<file path="src/design/gbt_pkg.sv">
// Shared types and constants for the Gaussian blur tap generator.
// No dependencies; used by gbt_div and gaussian_blur_tap_generator.
package gbt_pkg;

	localparam int DIV_W  = 64;   // dividend and quotient width
	localparam int DVS_W  = 32;   // divisor and remainder width
	localparam int CNT_W  = 7;    // iteration count, holds DIV_W
	localparam int FRAC   = 24;   // fraction bits of weights and offsets

	localparam logic [23:0] LN2_Q24  = 24'd11629080;
	localparam logic [3:0]  TERMS    = 4'd14;
	localparam logic [4:0]  K_LIMIT  = 5'd31;
	localparam logic [23:0] OUT_MAX  = 24'hFFFFFF;

	// quotient bits per division kind
	localparam logic [CNT_W-1:0] NB_EXPO = 7'd64;
	localparam logic [CNT_W-1:0] NB_WORD = 7'd32;
	localparam logic [CNT_W-1:0] NB_NORM = 7'd50;

	// request to the shared divider
	typedef struct packed {
		logic             start;
		logic [CNT_W-1:0] nbits;
		logic [DIV_W-1:0] dividend;
		logic [DVS_W-1:0] divisor;
	} div_req_t;

	// answer of the shared divider
	typedef struct packed {
		logic             done;
		logic [DIV_W-1:0] quot;
		logic [DVS_W-1:0] rem;
	} div_rsp_t;

endpackage

</file>
<file path="src/design/gbt_div.sv">
// Shared restoring divider, one quotient bit per cycle.
// Depends on gbt_pkg for the request and answer structs.
module gbt_div (
	input  logic             clk,
	input  logic             arst_n,
	input  gbt_pkg::div_req_t req,
	output gbt_pkg::div_rsp_t rsp
);
	import gbt_pkg::*;

	logic [DVS_W-1:0] rem_q;
	logic [DIV_W-1:0] quo_q;
	logic [DVS_W-1:0] dvs_q;
	logic [CNT_W-1:0] cnt_q;
	logic             busy_q;
	logic             done_q;
	logic [DVS_W:0]   trial;
	logic             fits;
	logic [CNT_W-1:0] pre_shift;

	// one compare and subtract per step
	assign trial     = {rem_q, quo_q[DIV_W-1]};
	assign fits      = trial >= {1'b0, dvs_q};
	assign pre_shift = NB_EXPO - req.nbits;

	// control: load, iterate, pulse done
	always_ff @(posedge clk or negedge arst_n) begin
		if (!arst_n) begin
			busy_q <= 1'b0;
			done_q <= 1'b0;
			cnt_q  <= '0;
		end else begin
			done_q <= 1'b0;
			if (req.start) begin
				busy_q <= 1'b1;
				cnt_q  <= req.nbits;
			end else if (busy_q) begin
				cnt_q <= cnt_q - 1'b1;
				if (cnt_q == 7'd1) begin
					busy_q <= 1'b0;
					done_q <= 1'b1;
				end
			end
		end
	end

	// datapath: dividend bits shift out, quotient bits shift in
	always_ff @(posedge clk) begin
		if (req.start) begin
			quo_q <= req.dividend << pre_shift;
			rem_q <= '0;
			dvs_q <= req.divisor;
		end else if (busy_q) begin
			rem_q <= fits ? DVS_W'(trial - {1'b0, dvs_q}) : trial[DVS_W-1:0];
			quo_q <= {quo_q[DIV_W-2:0], fits};
		end
	end

	assign rsp.done = done_q;
	assign rsp.quot = quo_q;
	assign rsp.rem  = rem_q;

endmodule

</file>
<file path="src/design/gbt_mul.sv">
// Shared 32 x 32 multiplier with a registered product.
// No package dependency.
module gbt_mul (
	input  logic        clk,
	input  logic [31:0] op_a,
	input  logic [31:0] op_b,
	output logic [63:0] prod_q
);

	// register the product
	always_ff @(posedge clk) begin
		prod_q <= op_a * op_b;
	end

endmodule

</file>
<file path="src/design/gaussian_blur_tap_generator.sv">
// Top level: sequencer around the shared divider and multiplier.
// Depends on gbt_pkg, gbt_div and gbt_mul.
//
// Channel   Direction  Signals                                   Handshake
// command   in         start, busy, effect_factor                start & !busy
// taps      out        tap_valid, tap_index, tap_weight,         tap_valid, one cycle
//                      offset_horizontal, offset_vertical, last_tap
// config    in/out     psel, penable, pwrite, paddr, pwdata,     psel & penable & pready
//                      prdata, pready
//
// Each kernel tap of a run is dominated by the 14-term series, each term one pass
// through the one-bit-per-cycle divider.
// busy stays high for the run.
// Reset clears the sequencer and loads 1920 x 1080; the weight store is not cleared.
// Taps leave one per strobe with no back-pressure.
module gaussian_blur_tap_generator #(
	parameter int KERNEL_TAPS = 9
) (
	input  logic        clk,
	input  logic        arst_n,
	input  logic        start,
	output logic        busy,
	input  logic [15:0] effect_factor,
	output logic        tap_valid,
	output logic [2:0]  tap_index,
	output logic [23:0] tap_weight,
	output logic [23:0] offset_horizontal,
	output logic [23:0] offset_vertical,
	output logic        last_tap,
	input  logic        psel,
	input  logic        penable,
	input  logic        pwrite,
	input  logic [2:0]  paddr,
	input  logic [31:0] pwdata,
	output logic [31:0] prdata,
	output logic        pready
);
	import gbt_pkg::*;

	localparam int XW    = $clog2(KERNEL_TAPS);
	localparam int PAIRS = ((KERNEL_TAPS - 1) / 2 > 4) ? 4 : (KERNEL_TAPS - 1) / 2;

	typedef enum logic [16:0] {
		ST_IDLE = 17'h00001,
		ST_SQE  = 17'h00002,
		ST_SQS  = 17'h00004,
		ST_EXPA = 17'h00008,
		ST_EXPK = 17'h00010,
		ST_TMUL = 17'h00020,
		ST_TDIV = 17'h00040,
		ST_WSTO = 17'h00080,
		ST_RD0  = 17'h00100,
		ST_RD1  = 17'h00200,
		ST_RD2  = 17'h00400,
		ST_NRM0 = 17'h00800,
		ST_NRM1 = 17'h01000,
		ST_FRAC = 17'h02000,
		ST_OFFH = 17'h04000,
		ST_OFFV = 17'h08000,
		ST_EMIT = 17'h10000
	} state_t;

	state_t state_q;

	logic [13:0] width_q, height_q;
	logic        go_q;
	logic [15:0] e_q;
	logic [25:0] sigma_q;
	logic [27:0] s2_q;
	logic [31:0] a_q;
	logic [4:0]  kexp_q;
	logic [23:0] r_q;
	logic [30:0] term_q;
	logic [30:0] tp_q;
	logic signed [32:0] sum_q;
	logic [3:0]  n_q;
	logic [XW-1:0] xi_q;
	logic [31:0] total_q;
	logic [23:0] w0_q, wa_q, wb_q, rd_q;
	logic [2:0]  kt_q;
	logic [24:0] n0_q, n1_q, frac_q;
	logic [28:0] offh_q, offv_q;
	logic [23:0] mem_q [KERNEL_TAPS];

	logic        out_valid_q, out_last_q;
	logic [2:0]  out_idx_q;
	logic [23:0] out_wt_q, out_oh_q, out_ov_q;

	div_req_t    dreq;
	div_rsp_t    drsp;
	logic [31:0] mop_a, mop_b;
	logic [63:0] prod_q;

	logic [2*XW-1:0] xx;
	logic [3:0]      xa;
	logic [XW-1:0]   rd_addr;
	logic [30:0]     vclamp, vshift;
	logic [31:0]     wround;
	logic [23:0]     wnew;
	logic [24:0]     den;
	logic [27:0]     pix;
	logic [13:0]     wd, ht;
	logic [25:0]     wsum;
	logic [31:0]     half;

	gbt_div u_div (.clk(clk), .arst_n(arst_n), .req(dreq), .rsp(drsp));
	gbt_mul u_mul (.clk(clk), .op_a(mop_a), .op_b(mop_b), .prod_q(prod_q));

	// helper terms
	assign xx   = xi_q * xi_q;
	assign xa   = {kt_q, 1'b0} - 4'd1;
	assign den  = {1'b0, wa_q} + {1'b0, wb_q};
	assign pix  = {1'b0, xa[2:0], 24'b0} + {3'b0, frac_q};
	assign wd   = (width_q == '0) ? 14'd1 : width_q;
	assign ht   = (height_q == '0) ? 14'd1 : height_q;
	assign half = {1'b0, total_q[31:1]};
	assign wsum = {1'b0, n0_q} + {1'b0, n1_q};

	// clamp the series sum, scale by 2^-k, round to Q1.23
	always_comb begin
		if (sum_q[32])
			vclamp = '0;
		else if (sum_q > 33'sd1073741824)
			vclamp = 31'h40000000;
		else
			vclamp = sum_q[30:0];
		vshift = vclamp >> kexp_q;
		wround = ({1'b0, vshift} + 32'd64) >> 7;
		wnew   = (wround > {8'b0, OUT_MAX}) ? OUT_MAX : wround[23:0];
	end

	// multiplier operands
	always_comb begin
		mop_a = '0;
		mop_b = '0;
		case (state_q)
			ST_SQE: begin
				mop_a = {16'b0, e_q};
				mop_b = {16'b0, e_q};
			end
			ST_SQS: begin
				mop_a = {6'b0, sigma_q};
				mop_b = {6'b0, sigma_q};
			end
			ST_TMUL: begin
				mop_a = {1'b0, term_q};
				mop_b = {8'b0, r_q};
			end
			default: ;
		endcase
	end

	// divider request
	always_comb begin
		dreq          = '0;
		dreq.start    = !go_q;
		dreq.nbits    = NB_WORD;
		case (state_q)
			ST_EXPA: begin
				dreq.nbits    = NB_EXPO;
				dreq.dividend = (DIV_W'(xx) << 48) + DIV_W'(s2_q);
				dreq.divisor  = {3'b0, s2_q, 1'b0};
			end
			ST_TDIV: begin
				dreq.dividend = DIV_W'(tp_q);
				dreq.divisor  = {28'b0, n_q};
			end
			ST_NRM0: begin
				dreq.nbits    = NB_NORM;
				dreq.dividend = {16'b0, wa_q, 24'b0} + DIV_W'(half);
				dreq.divisor  = total_q;
			end
			ST_NRM1: begin
				dreq.nbits    = NB_NORM;
				dreq.dividend = {16'b0, wb_q, 24'b0} + DIV_W'(half);
				dreq.divisor  = total_q;
			end
			ST_FRAC: begin
				dreq.start    = !go_q && (den != '0);
				dreq.nbits    = NB_NORM;
				dreq.dividend = {16'b0, wb_q, 24'b0} + DIV_W'(den >> 1);
				dreq.divisor  = DVS_W'(den);
			end
			ST_OFFH: begin
				dreq.dividend = DIV_W'(pix) + DIV_W'(wd >> 1);
				dreq.divisor  = DVS_W'(wd);
			end
			ST_OFFV: begin
				dreq.dividend = DIV_W'(pix) + DIV_W'(ht >> 1);
				dreq.divisor  = DVS_W'(ht);
			end
			default: dreq.start = 1'b0;
		endcase
	end

	// weight store read address
	always_comb begin
		case (state_q)
			ST_RD1:  rd_addr = XW'(xa + 4'd1);
			default: rd_addr = XW'(xa);
		endcase
	end

	// weight store
	always_ff @(posedge clk) begin
		if (state_q == ST_WSTO)
			mem_q[xi_q] <= wnew;
		rd_q <= mem_q[rd_addr];
	end

	// configuration registers
	always_ff @(posedge clk or negedge arst_n) begin
		if (!arst_n) begin
			width_q  <= 14'd1920;
			height_q <= 14'd1080;
		end else if (psel && penable && pwrite && pready) begin
			if (paddr[2])
				height_q <= pwdata[13:0];
			else
				width_q <= pwdata[13:0];
		end
	end

	assign pready = 1'b1;
	assign prdata = paddr[2] ? {18'b0, height_q} : {18'b0, width_q};

	// sequencer control
	always_ff @(posedge clk or negedge arst_n) begin
		if (!arst_n) begin
			state_q     <= ST_IDLE;
			go_q        <= 1'b0;
			out_valid_q <= 1'b0;
		end else begin
			out_valid_q <= 1'b0;
			case (state_q)
				ST_IDLE: if (start) state_q <= ST_SQE;
				ST_SQE, ST_SQS, ST_TMUL: begin
					go_q <= !go_q;
					if (go_q) begin
						case (state_q)
							ST_SQE:  state_q <= ST_SQS;
							ST_SQS:  state_q <= ST_EXPA;
							default: state_q <= ST_TDIV;
						endcase
					end
				end
				ST_EXPK: begin
					// leave once the reduced exponent is below ln2 or the count saturates
					if (a_q < {8'b0, LN2_Q24} || kexp_q == K_LIMIT)
						state_q <= (kexp_q == K_LIMIT) ? ST_WSTO : ST_TMUL;
				end
				ST_EXPA, ST_TDIV, ST_NRM0, ST_NRM1, ST_OFFH, ST_OFFV: begin
					if (!go_q) begin
						go_q <= 1'b1;
					end else if (drsp.done) begin
						go_q <= 1'b0;
						case (state_q)
							ST_EXPA: state_q <= ST_EXPK;
							ST_TDIV: state_q <= (n_q == TERMS) ? ST_WSTO : ST_TMUL;
							ST_NRM0: state_q <= (kt_q == '0) ? ST_EMIT : ST_NRM1;
							ST_NRM1: state_q <= ST_FRAC;
							ST_OFFH: state_q <= ST_OFFV;
							default: state_q <= ST_EMIT;
						endcase
					end
				end
				ST_FRAC: begin
					if (den == '0) begin
						state_q <= ST_OFFH;
					end else if (!go_q) begin
						go_q <= 1'b1;
					end else if (drsp.done) begin
						go_q    <= 1'b0;
						state_q <= ST_OFFH;
					end
				end
				ST_WSTO: state_q <= (xi_q == XW'(KERNEL_TAPS - 1)) ? ST_NRM0 : ST_EXPA;
				ST_RD0:  state_q <= ST_RD1;
				ST_RD1:  state_q <= ST_RD2;
				ST_RD2:  state_q <= ST_NRM0;
				ST_EMIT: begin
					out_valid_q <= 1'b1;
					state_q     <= (kt_q == 3'(PAIRS)) ? ST_IDLE : ST_RD0;
				end
				default: state_q <= ST_IDLE;
			endcase
		end
	end

	// sequencer datapath
	always_ff @(posedge clk) begin
		case (state_q)
			ST_IDLE: e_q <= effect_factor;
			ST_SQE:  sigma_q <= 26'd41943040 - 26'(prod_q[31:8]);
			ST_SQS: begin
				s2_q    <= 28'((prod_q[51:0] + 52'h800000) >> 24);
				xi_q    <= '0;
				total_q <= '0;
			end
			ST_EXPA: begin
				a_q    <= drsp.quot[31:0];
				kexp_q <= '0;
			end
			ST_EXPK: begin
				if (a_q >= {8'b0, LN2_Q24} && kexp_q != K_LIMIT) begin
					// strip one ln2 per cycle
					a_q    <= a_q - {8'b0, LN2_Q24};
					kexp_q <= kexp_q + 5'd1;
				end else begin
					// a large exponent underflows to a zero weight
					if (kexp_q == K_LIMIT) begin
						sum_q  <= '0;
						kexp_q <= '0;
					end else begin
						sum_q <= 33'sd1073741824;
					end
					r_q    <= a_q[23:0];
					term_q <= 31'h40000000;
					n_q    <= 4'd1;
				end
			end
			ST_TMUL: tp_q <= prod_q[54:24];
			ST_TDIV: begin
				if (drsp.done && go_q) begin
					term_q <= drsp.quot[30:0];
					if (n_q[0])
						sum_q <= sum_q - $signed({2'b0, drsp.quot[30:0]});
					else
						sum_q <= sum_q + $signed({2'b0, drsp.quot[30:0]});
					n_q <= n_q + 4'd1;
				end
			end
			ST_WSTO: begin
				if (xi_q == '0)
					w0_q <= wnew;
				if (xi_q == XW'(KERNEL_TAPS - 1)) begin
					// mirrored sum counts the centre once
					total_q <= ((total_q + 32'(wnew)) << 1) - 32'(w0_q);
					kt_q    <= '0;
					wa_q    <= w0_q;
				end else begin
					total_q <= total_q + 32'(wnew);
					xi_q    <= xi_q + 1'b1;
				end
			end
			ST_RD1: wa_q <= rd_q;
			ST_RD2: wb_q <= rd_q;
			ST_NRM0: n0_q <= drsp.quot[24:0];
			ST_NRM1: n1_q <= drsp.quot[24:0];
			ST_FRAC: frac_q <= (den == '0) ? 25'h800000 : drsp.quot[24:0];
			ST_OFFH: offh_q <= drsp.quot[28:0];
			ST_OFFV: offv_q <= drsp.quot[28:0];
			ST_EMIT: begin
				out_idx_q  <= kt_q;
				out_last_q <= (kt_q == 3'(PAIRS));
				if (kt_q == '0) begin
					out_wt_q <= (n0_q > 25'(OUT_MAX)) ? OUT_MAX : n0_q[23:0];
					out_oh_q <= '0;
					out_ov_q <= '0;
				end else begin
					out_wt_q <= (wsum > 26'(OUT_MAX)) ? OUT_MAX : wsum[23:0];
					out_oh_q <= (offh_q > 29'(OUT_MAX)) ? OUT_MAX : offh_q[23:0];
					out_ov_q <= (offv_q > 29'(OUT_MAX)) ? OUT_MAX : offv_q[23:0];
				end
				kt_q <= kt_q + 3'd1;
			end
			default: ;
		endcase
	end

	assign busy              = (state_q != ST_IDLE);
	assign tap_valid         = out_valid_q;
	assign tap_index         = out_idx_q;
	assign tap_weight        = out_wt_q;
	assign offset_horizontal = out_oh_q;
	assign offset_vertical   = out_ov_q;
	assign last_tap          = out_last_q;

`ifndef SYNTH
	// a run is busy from the accepted transfer on
	a_start_busy: assert property (@(posedge clk) disable iff (!arst_n)
		start && !busy |=> busy) else $error("start not taken");

	// the final tap closes the run
	a_last_idle: assert property (@(posedge clk) disable iff (!arst_n)
		tap_valid && last_tap |-> !busy) else $error("busy after last tap");

	// taps never come back to back
	a_spaced: assert property (@(posedge clk) disable iff (!arst_n)
		tap_valid |=> !tap_valid) else $error("taps too close");

	// the centre tap carries no offset
	a_centre: assert property (@(posedge clk) disable iff (!arst_n)
		tap_valid && tap_index == 3'd0 |-> offset_horizontal == '0 &&
		offset_vertical == '0) else $error("centre tap offset");
`endif

endmodule
</file>
<file path="config.mk">
export PLATFORM = sky130hd
export DESIGN_NAME = gaussian_blur_tap_generator
export DESIGN_NICKNAME = d
export VERILOG_FILES = /design/src/design/gbt_pkg.sv /design/src/design/gbt_div.sv /design/src/design/gbt_mul.sv /design/src/design/gaussian_blur_tap_generator.sv
export SDC_FILE = /design/constraint.sdc
export NUM_CORES = 2
export LEC_CHECK = 0
export BUFFER_PORTS_ARGS = -buffer_cell sky130_fd_sc_hd__buf_2
export CAP_MARGIN = 20
export CORE_UTILIZATION = 55
export CTS_CLUSTER_SIZE = 20
export DETAILED_ROUTE_END_ITERATION = 7
export PLACE_DENSITY = 0.71
export RECOVER_POWER = 25
export SYNTH_ARGS = -nofsm -noshare
export SYNTH_HDL_FRONTEND = slang
export SYNTH_SLANG_ARGS = --single-unit
</file>
<file path="constraint.sdc">
create_clock -name clk -period 12.49 [get_ports clk]
set_input_delay 0.6245 -clock clk [delete_from_list [all_inputs] [get_ports clk]]
set_output_delay 0.6245 -clock clk [all_outputs]
set_load 0.1 [all_outputs]
</file>
* After elaboration in Yosys (flattened, before gate mapping)
Memory sizes are Yosys's and may differ from the RTL's. A register that Yosys moved wholly into a read port is not among the register bits.
Cells that the tools add are included.
** Word-level totals
- Register bits after elaboration :: 789
- Output and inout bits :: 111
- Input port bits :: 57
- Memories :: 1
- Logic and storage cells :: 228
- ROM bits :: 0
- RAM bits :: 216
- Bits in latches :: 0
** Cells by class
- Multipliers :: 2
- Reductions and logical operators :: 35
- Divide/modulo/power cells :: 0
- Shift-type cells :: 2
- Add/sub/neg operators :: 26
- $lt $le $gt $ge :: 9
- Bitwise operators :: 2
- Muxes and demuxes :: 75
- Equal/unequal tests :: 38
** Memories
- mem_q :: words 9, bits a word 24, rd ports 1, clocked after Yosys merged registers in 1, write ports 1, RTL line gaussian_blur_tap_generator.sv:83 : logic [23:0] mem_q [KERNEL_TAPS];
** Operator list (count)
- $pmux 89 s7 :: 1
- $pmux 17 s10 :: 1
- $mux 24 :: 7
- $mux 31 :: 5
- $mux 17 :: 9
- $mux 64 :: 2
- $pmux 32 s2 :: 2
- $mux 33 :: 3
- $add 48x31->49 :: 2
- $mux 32 :: 3
- $pmux 31 s3 :: 1
- $pmux 17 s5 :: 1
- $pmux 26 s3 :: 1
- $pmux 33 s2 :: 1
- $shl 57x7->64 :: 1
- $pmux 31 s2 :: 1
- $add 28x13->29 :: 2
- $gt 29x24->1 const B :: 2
- $add 56x28->57 :: 1
- $mul 31x26->55 :: 1
- $add 52x24->52 const B :: 1
- $gt 25x24->1 const B :: 2
- $add 48x24->49 :: 1
- $pmux 24 s2 :: 1
- 82 further kinds :: 137

* Longest topological paths before layout
- Word-level depth :: 11
- Mapped depth :: 36
- Mapped depth without buffers :: 35

* By module
From an unflattened synthesis, not the netlist that was laid out.
** Second synthesis, totals
- Cell total of the unflattened synthesis :: 8909
- Area total of the unflattened synthesis :: 89617.2 um^2
** Modules (own cells, without submodules)
- gaussian_blur_tap_generator :: times used 1, area each 44262.5 um^2, seq. area each 23949.2 um^2, cells each 3881
- gbt_mul :: times used 1, area each 34635.7 um^2, seq. area each 1281.2 um^2, cells each 3780
- gbt_div :: times used 1, area each 10719.0 um^2, seq. area each 3748.6 um^2, cells each 1248

* Worst setup path before layout
No wires, ideal clock.
- Path kind :: register -> register
- From :: register state_q[4]
- To :: register u_mul.prod_q[48]
- Period minus slack after synthesis :: 9.674 ns
- Data required time :: 12.371 ns
- Slack :: 2.816 ns
- Buffers on the path :: 4
- Cell stages (with the launch flop) :: 33
- Setup time :: 0.119 ns
- Data arrival time :: 9.555 ns
- Path through :: dfrtp_1 -> nor4_2 -> nand4_1 -> nor2_1 -> and2_1 -> clkbuf_1 -> clkbuf_1 -> clkbuf_1 -> buf_1 -> a22oi_1 -> nor2_1 -> fa_1 -> fa_1 -> fa_1 -> inv_1 -> fa_1 -> fa_1 -> inv_1 -> fa_1 -> fa_1 -> ha_1 -> nand4_1 -> nor3b_1 -> a2bb2oi_1 -> o211ai_1 -> a41o_1 -> o22a_2 -> o21ai_2 -> a31o_2 -> o311ai_2 -> and4_1 -> a31oi_1 -> xnor2_1
** On the way
- Cells in the longest elaborated chain, start to end :: 3
- Elaborated cells between the ends (all ways) :: 6
- Those cells by class :: mul: 1; eq/ne: 3; mux: 2
** RTL lines
- from (decl) :: RTL line gaussian_blur_tap_generator.sv:63 : state_t state_q;
- from (signal assigned) :: RTL line gaussian_blur_tap_generator.sv:250 : state_q <= (kexp_q == K_LIMIT) ? ST_WSTO : ST_TMUL;
- from (signal assigned) :: RTL line gaussian_blur_tap_generator.sv:259 : ST_TDIV: state_q <= (n_q == TERMS) ? ST_WSTO : ST_TMUL;
- from (signal assigned) :: RTL line gaussian_blur_tap_generator.sv:260 : ST_NRM0: state_q <= (kt_q == '0) ? ST_EMIT : ST_NRM1;
- $eq 17x6->1 (tied with other cells) :: RTL line gaussian_blur_tap_generator.sv:136 : case (state_q)
- $pmux 31 s3 / $pmux 26 s3 (equally long branches) :: RTL line gaussian_blur_tap_generator.sv:136
- $mul 31x26->55 (*) :: RTL line gbt_mul.sv:12 : prod_q <= op_a * op_b;
- to (signal assigned) :: RTL line gbt_mul.sv:12
- to (decl) :: RTL line gbt_mul.sv:7 : output logic [63:0] prod_q
Mark *: on every way between the ends. The rest lies on a longest branch, timed or not.
A chain may end at the register's enable or synchronous reset.

* Final worst setup path
- From :: register state_q[10]
- To :: register u_mul.prod_q[48]
The elaborated chain is that of the path after synthesis.

==> qor.txt <==
Max Fclk - 89.83 MHz
Initial Utilization - 55.58%
Largest family of logic cells by synthesized area - adder cells
FP Rows - 136
Worst Max-Slew Pin Slew - 3434 ps
Die Y - 375.2 um
Clk slew on worst S/H paths - 60 ps
DRT iter0 DRCs - 6448
Reg2Reg Depth - 30
Post-DP HPWL - 166.5 mm
Port Buf Inserts - 128
Clk_lat worst skew - 770 ps
Synth Area per Inst - 10.29 sq um
Crit Reg-Reg Startpoint - state_q[10]$_DFFE_PN0P_
Core area - 137800 sq um
Layout Skew - 102.7 ps
Final Instance Area - 82790 sq um
Area growth syn-to-layout - 8.074%
Ratio of cells with drive above 1 in the final layout - 7.121%
Global-route wire length before repair - 341.8 mm
Post-CTS Resized - 0
FF-to-FF End - u_mul.prod_q[48]$_DFF_P_
Post-synth EDFFs - 838
Failing checks - max-capacitance violations, max-slew violations
Initial antenna violation count - 7
Minimum period implied by the final worst setup slack - 11130 ps
Final Hold Viols - 0
Yosys reg bits - 997
Slew Limit Headroom - -128.9%
GR Overflow Total - 0
CP max FO - 31
Fin crit share - 89.13%
Mux cell area share after synthesis - 2.604%
Crit path buf inv count - 3
I/O pin cnt - 168
Synth Flop Type - edfxtp_1
CTS Buffer Depth - 3
Syn. warnings - 0
Hold Path End - e_q[4]$_DFFE_PP_
Peak supply drop - 0.1647 mV
Total negative slack - 0 ps
Final Max Slew Viols - 176
Synth Instances - 7443
Internal reg-to-reg setup slack - 1360 ps
Cells after DPL - 9149
Worst Path Required - 13050 ps
Ys async rst share - 5.617%
CTS tree - built
Max-Cap Viols - 4
Residual DRC - 0
Final Total Pwr - 10.75 mW
Crit-path max cell delay - 870 ps
Xor/xnor share of the synthesized area - 4.139%
Hold Path Depth - 1
Die area - 140800 sq um
Register area share after synthesis - 37.39%
Post-CTS setup buffers - 0
Min-delay src - effect_factor[4]
Clk sinks - 997
CP startpoint kind - register
Adder-Cell Fraction of Synth Area - 24.57%
Compound-Gate Fraction of Synth Area - 11.90%
Hold/Removal Path Class - primary input to register
Vias in the first global route - 56747
Die width - 375.2 um
Top delay family on crit path - adder cells
Critical path arrival - 11690 ps
Distinct cells, synth - 107
Routed Antenna Nets - 0
CTS Buf Count - 107
Most used cell, CP - fa_1
CTS H-tree depth - 3
DR vias/cell - 6.122
WL final - 225.6 mm
Pleak - 33.03 nW
GPL Wtd Cong - 0.9925
Setup CP Type - register to register
Pwr dens - 129.9 nW/um^2
Simple-Gate Fraction of Synth Area - 13.44%
Clock Tree Root - clkbuf_16
Largest net degree at the start of global routing - 84
Routed via count - 57353
Dpl cell area - 79120 sq um
Slowest cell on the critical path - nor4_1
Layout Cells excl Fill - 9368
Final hold slack - 39.89 ps
Fin nets - 8618
WL/cell - 24.09 um
Status - finished with violations
GRT Overall Usage - 32.06%
First-pass DRT Iterations - 8
Final setup viols - 0
Crit path capture type - register
Synth Cell Area - 76600 sq um
RSZ-0062 raised after global routing - no
-- layout by cell type, fill, tap and decap left out, types with 23 or more instances in the layout --
master	Yosys	routed
a211oi_1	38	38
a211oi_2	25	25
a21o_1	153	153
a21oi_1	384	373
a22o_1	34	32
a22oi_1	46	43
a31oi_1	64	63
and2_1	116	112
and3_1	46	42
buf_2	21	35
buf_4	21	118
clkbuf_1	293	129
clkbuf_16	0	107
conb_1	2	26
dfrtp_1	47	46
dfxtp_1	103	103
edfxtp_1	838	838
fa_1	700	700
ha_1	384	384
inv_1	796	795
mux2_2	70	70
mux2i_1	44	43
mux4_2	34	34
nand2_1	979	979
nand2b_1	52	50
nand3_1	116	115
nand4_1	51	51
nor2_1	663	660
nor2b_1	49	49
nor3_1	89	89
nor4_1	33	35
o211ai_1	28	28
o21a_1	88	88
o21ai_0	257	256
o22a_1	27	27
or3_1	23	23
xnor2_1	250	249
xor2_1	112	112
-- per-layer routing --
| layer | track usage (%) | wire length (um) | vias up |
|---|---|---|---|
| met5 | 0 | 0 | - |
| met4 | 12.98 | 10470 | 0 |
| met1 | 44.34 | 90600 | 28452 |
| li1 | - | - | 25431 |
| met3 | 6.844 | 23910 | 531 |
| met2 | 49.39 | 100600 | 2939 |
-- layout make-up --
type                    instances  area [sq um]
diodes                          5         12.51
multi-input cells            5301         43600
clock buffers                 131          2788
fillers                     11323         55050
inverters                     802          3013
well taps                    1794          2245
flip-flops and latches        997         28640
repair buffers                268          1553
clock inverters                70         934.6
-- Yosys cell counts (all sizes together), types with 37 or more instances --
cell / count / area share [%]
o21ai: 274 / 1.8
o21a: 88 / 0.86
xor2: 112 / 1.3
nor2b: 50 / 0.41
nand2b: 52 / 0.42
nor4: 37 / 0.36
nor3: 91 / 0.61
a31oi: 64 / 0.52
dfrtp: 47 / 1.5
a21oi: 386 / 2.5
and2: 116 / 0.95
buf: 74 / 0.59
inv: 797 / 3.9
a21o: 154 / 1.5
and3: 47 / 0.39
mux2: 70 / 1.0
xnor2: 250 / 2.9
mux2i: 44 / 0.57
nand3: 116 / 0.76
ha: 384 / 6.3
edfxtp: 838 / 33
nand4: 51 / 0.42
a22oi: 46 / 0.45
dfxtp: 103 / 2.7
clkbuf: 293 / 1.4
fa: 700 / 18
nor2: 663 / 3.2
nand2: 979 / 4.8
a211oi: 63 / 0.78
-- stage by stage --
| stage | worst slack [ps] | util (%) |
|---|---|---|
| floorplan | 2816 | - |
| global placement | 2286 | 57.40 |
| detailed placement | 2184 | 57.40 |
| CTS | 2082 | 60.16 |
| global route | 1060 | 60.06 |
| finish | 1358 | 60.06 |
-- where the power goes --
group / switching, mW / leakage, nW / total, mW / internal, mW
Sequential: 0.288 / 8.87 / 4.21 / 3.92
Clock: 1.43 / 1.77 / 3.34 / 1.91
Combinational: 2.13 / 22.4 / 3.20 / 1.07
-- logic make-up (layout without fill, tap and decap cells) --
family / Yosys count / in the layout
AOI/OAI and AO/OA: 1373 / 1373
xor gates and xnor gates: 362 / 362
adders and majority gates: 1084 / 1084
buffers and inverters: 1169 / 1271
DFF: 997 / 997
muxes: 148 / 148
other: 2 / 31
and+or+nand+nor: 2308 / 2308
-- state kept, by name (all words and copies together) (netlist names), 26 cells and up --
register / count
total_q: 32
u_div.quo_q: 64
u_mul.prod_q: 47
sum_q: 33
mem_q: 216
a_q: 32
s2_q: 28
offv_q: 29
sigma_q: 26
offh_q: 29
tp_q: 31
u_div.rem_q: 32
term_q: 31
u_div.dvs_q: 32
-- timing repair --
action,in CTS,in global routing
hold buffers,7,0
endpoints found under the setup margin,0,0
hold endpoints to repair,7,0
-- how the worst max path moves through the flow --
stage	from	to	depth (start not counted)	slack (ps)
after floorplan	state_q[4]$_DFFE_PN0P_	u_mul.prod_q[48]$_DFF_P_	32	2820
after global routing	state_q[10]$_DFFE_PN0P_	u_mul.prod_q[48]$_DFF_P_	30	1060
after detailed placement	state_q[11]$_DFFE_PN0P_	u_mul.prod_q[48]$_DFF_P_	30	2180
final	state_q[10]$_DFFE_PN0P_	u_mul.prod_q[48]$_DFF_P_	30	1360
after global placement	state_q[11]$_DFFE_PN0P_	u_mul.prod_q[48]$_DFF_P_	30	2290
after CTS	state_q[4]$_DFFE_PN0P_	u_mul.prod_q[48]$_DFF_P_	30	2080
No activity file was read; power rests on OpenSTA's default activity.
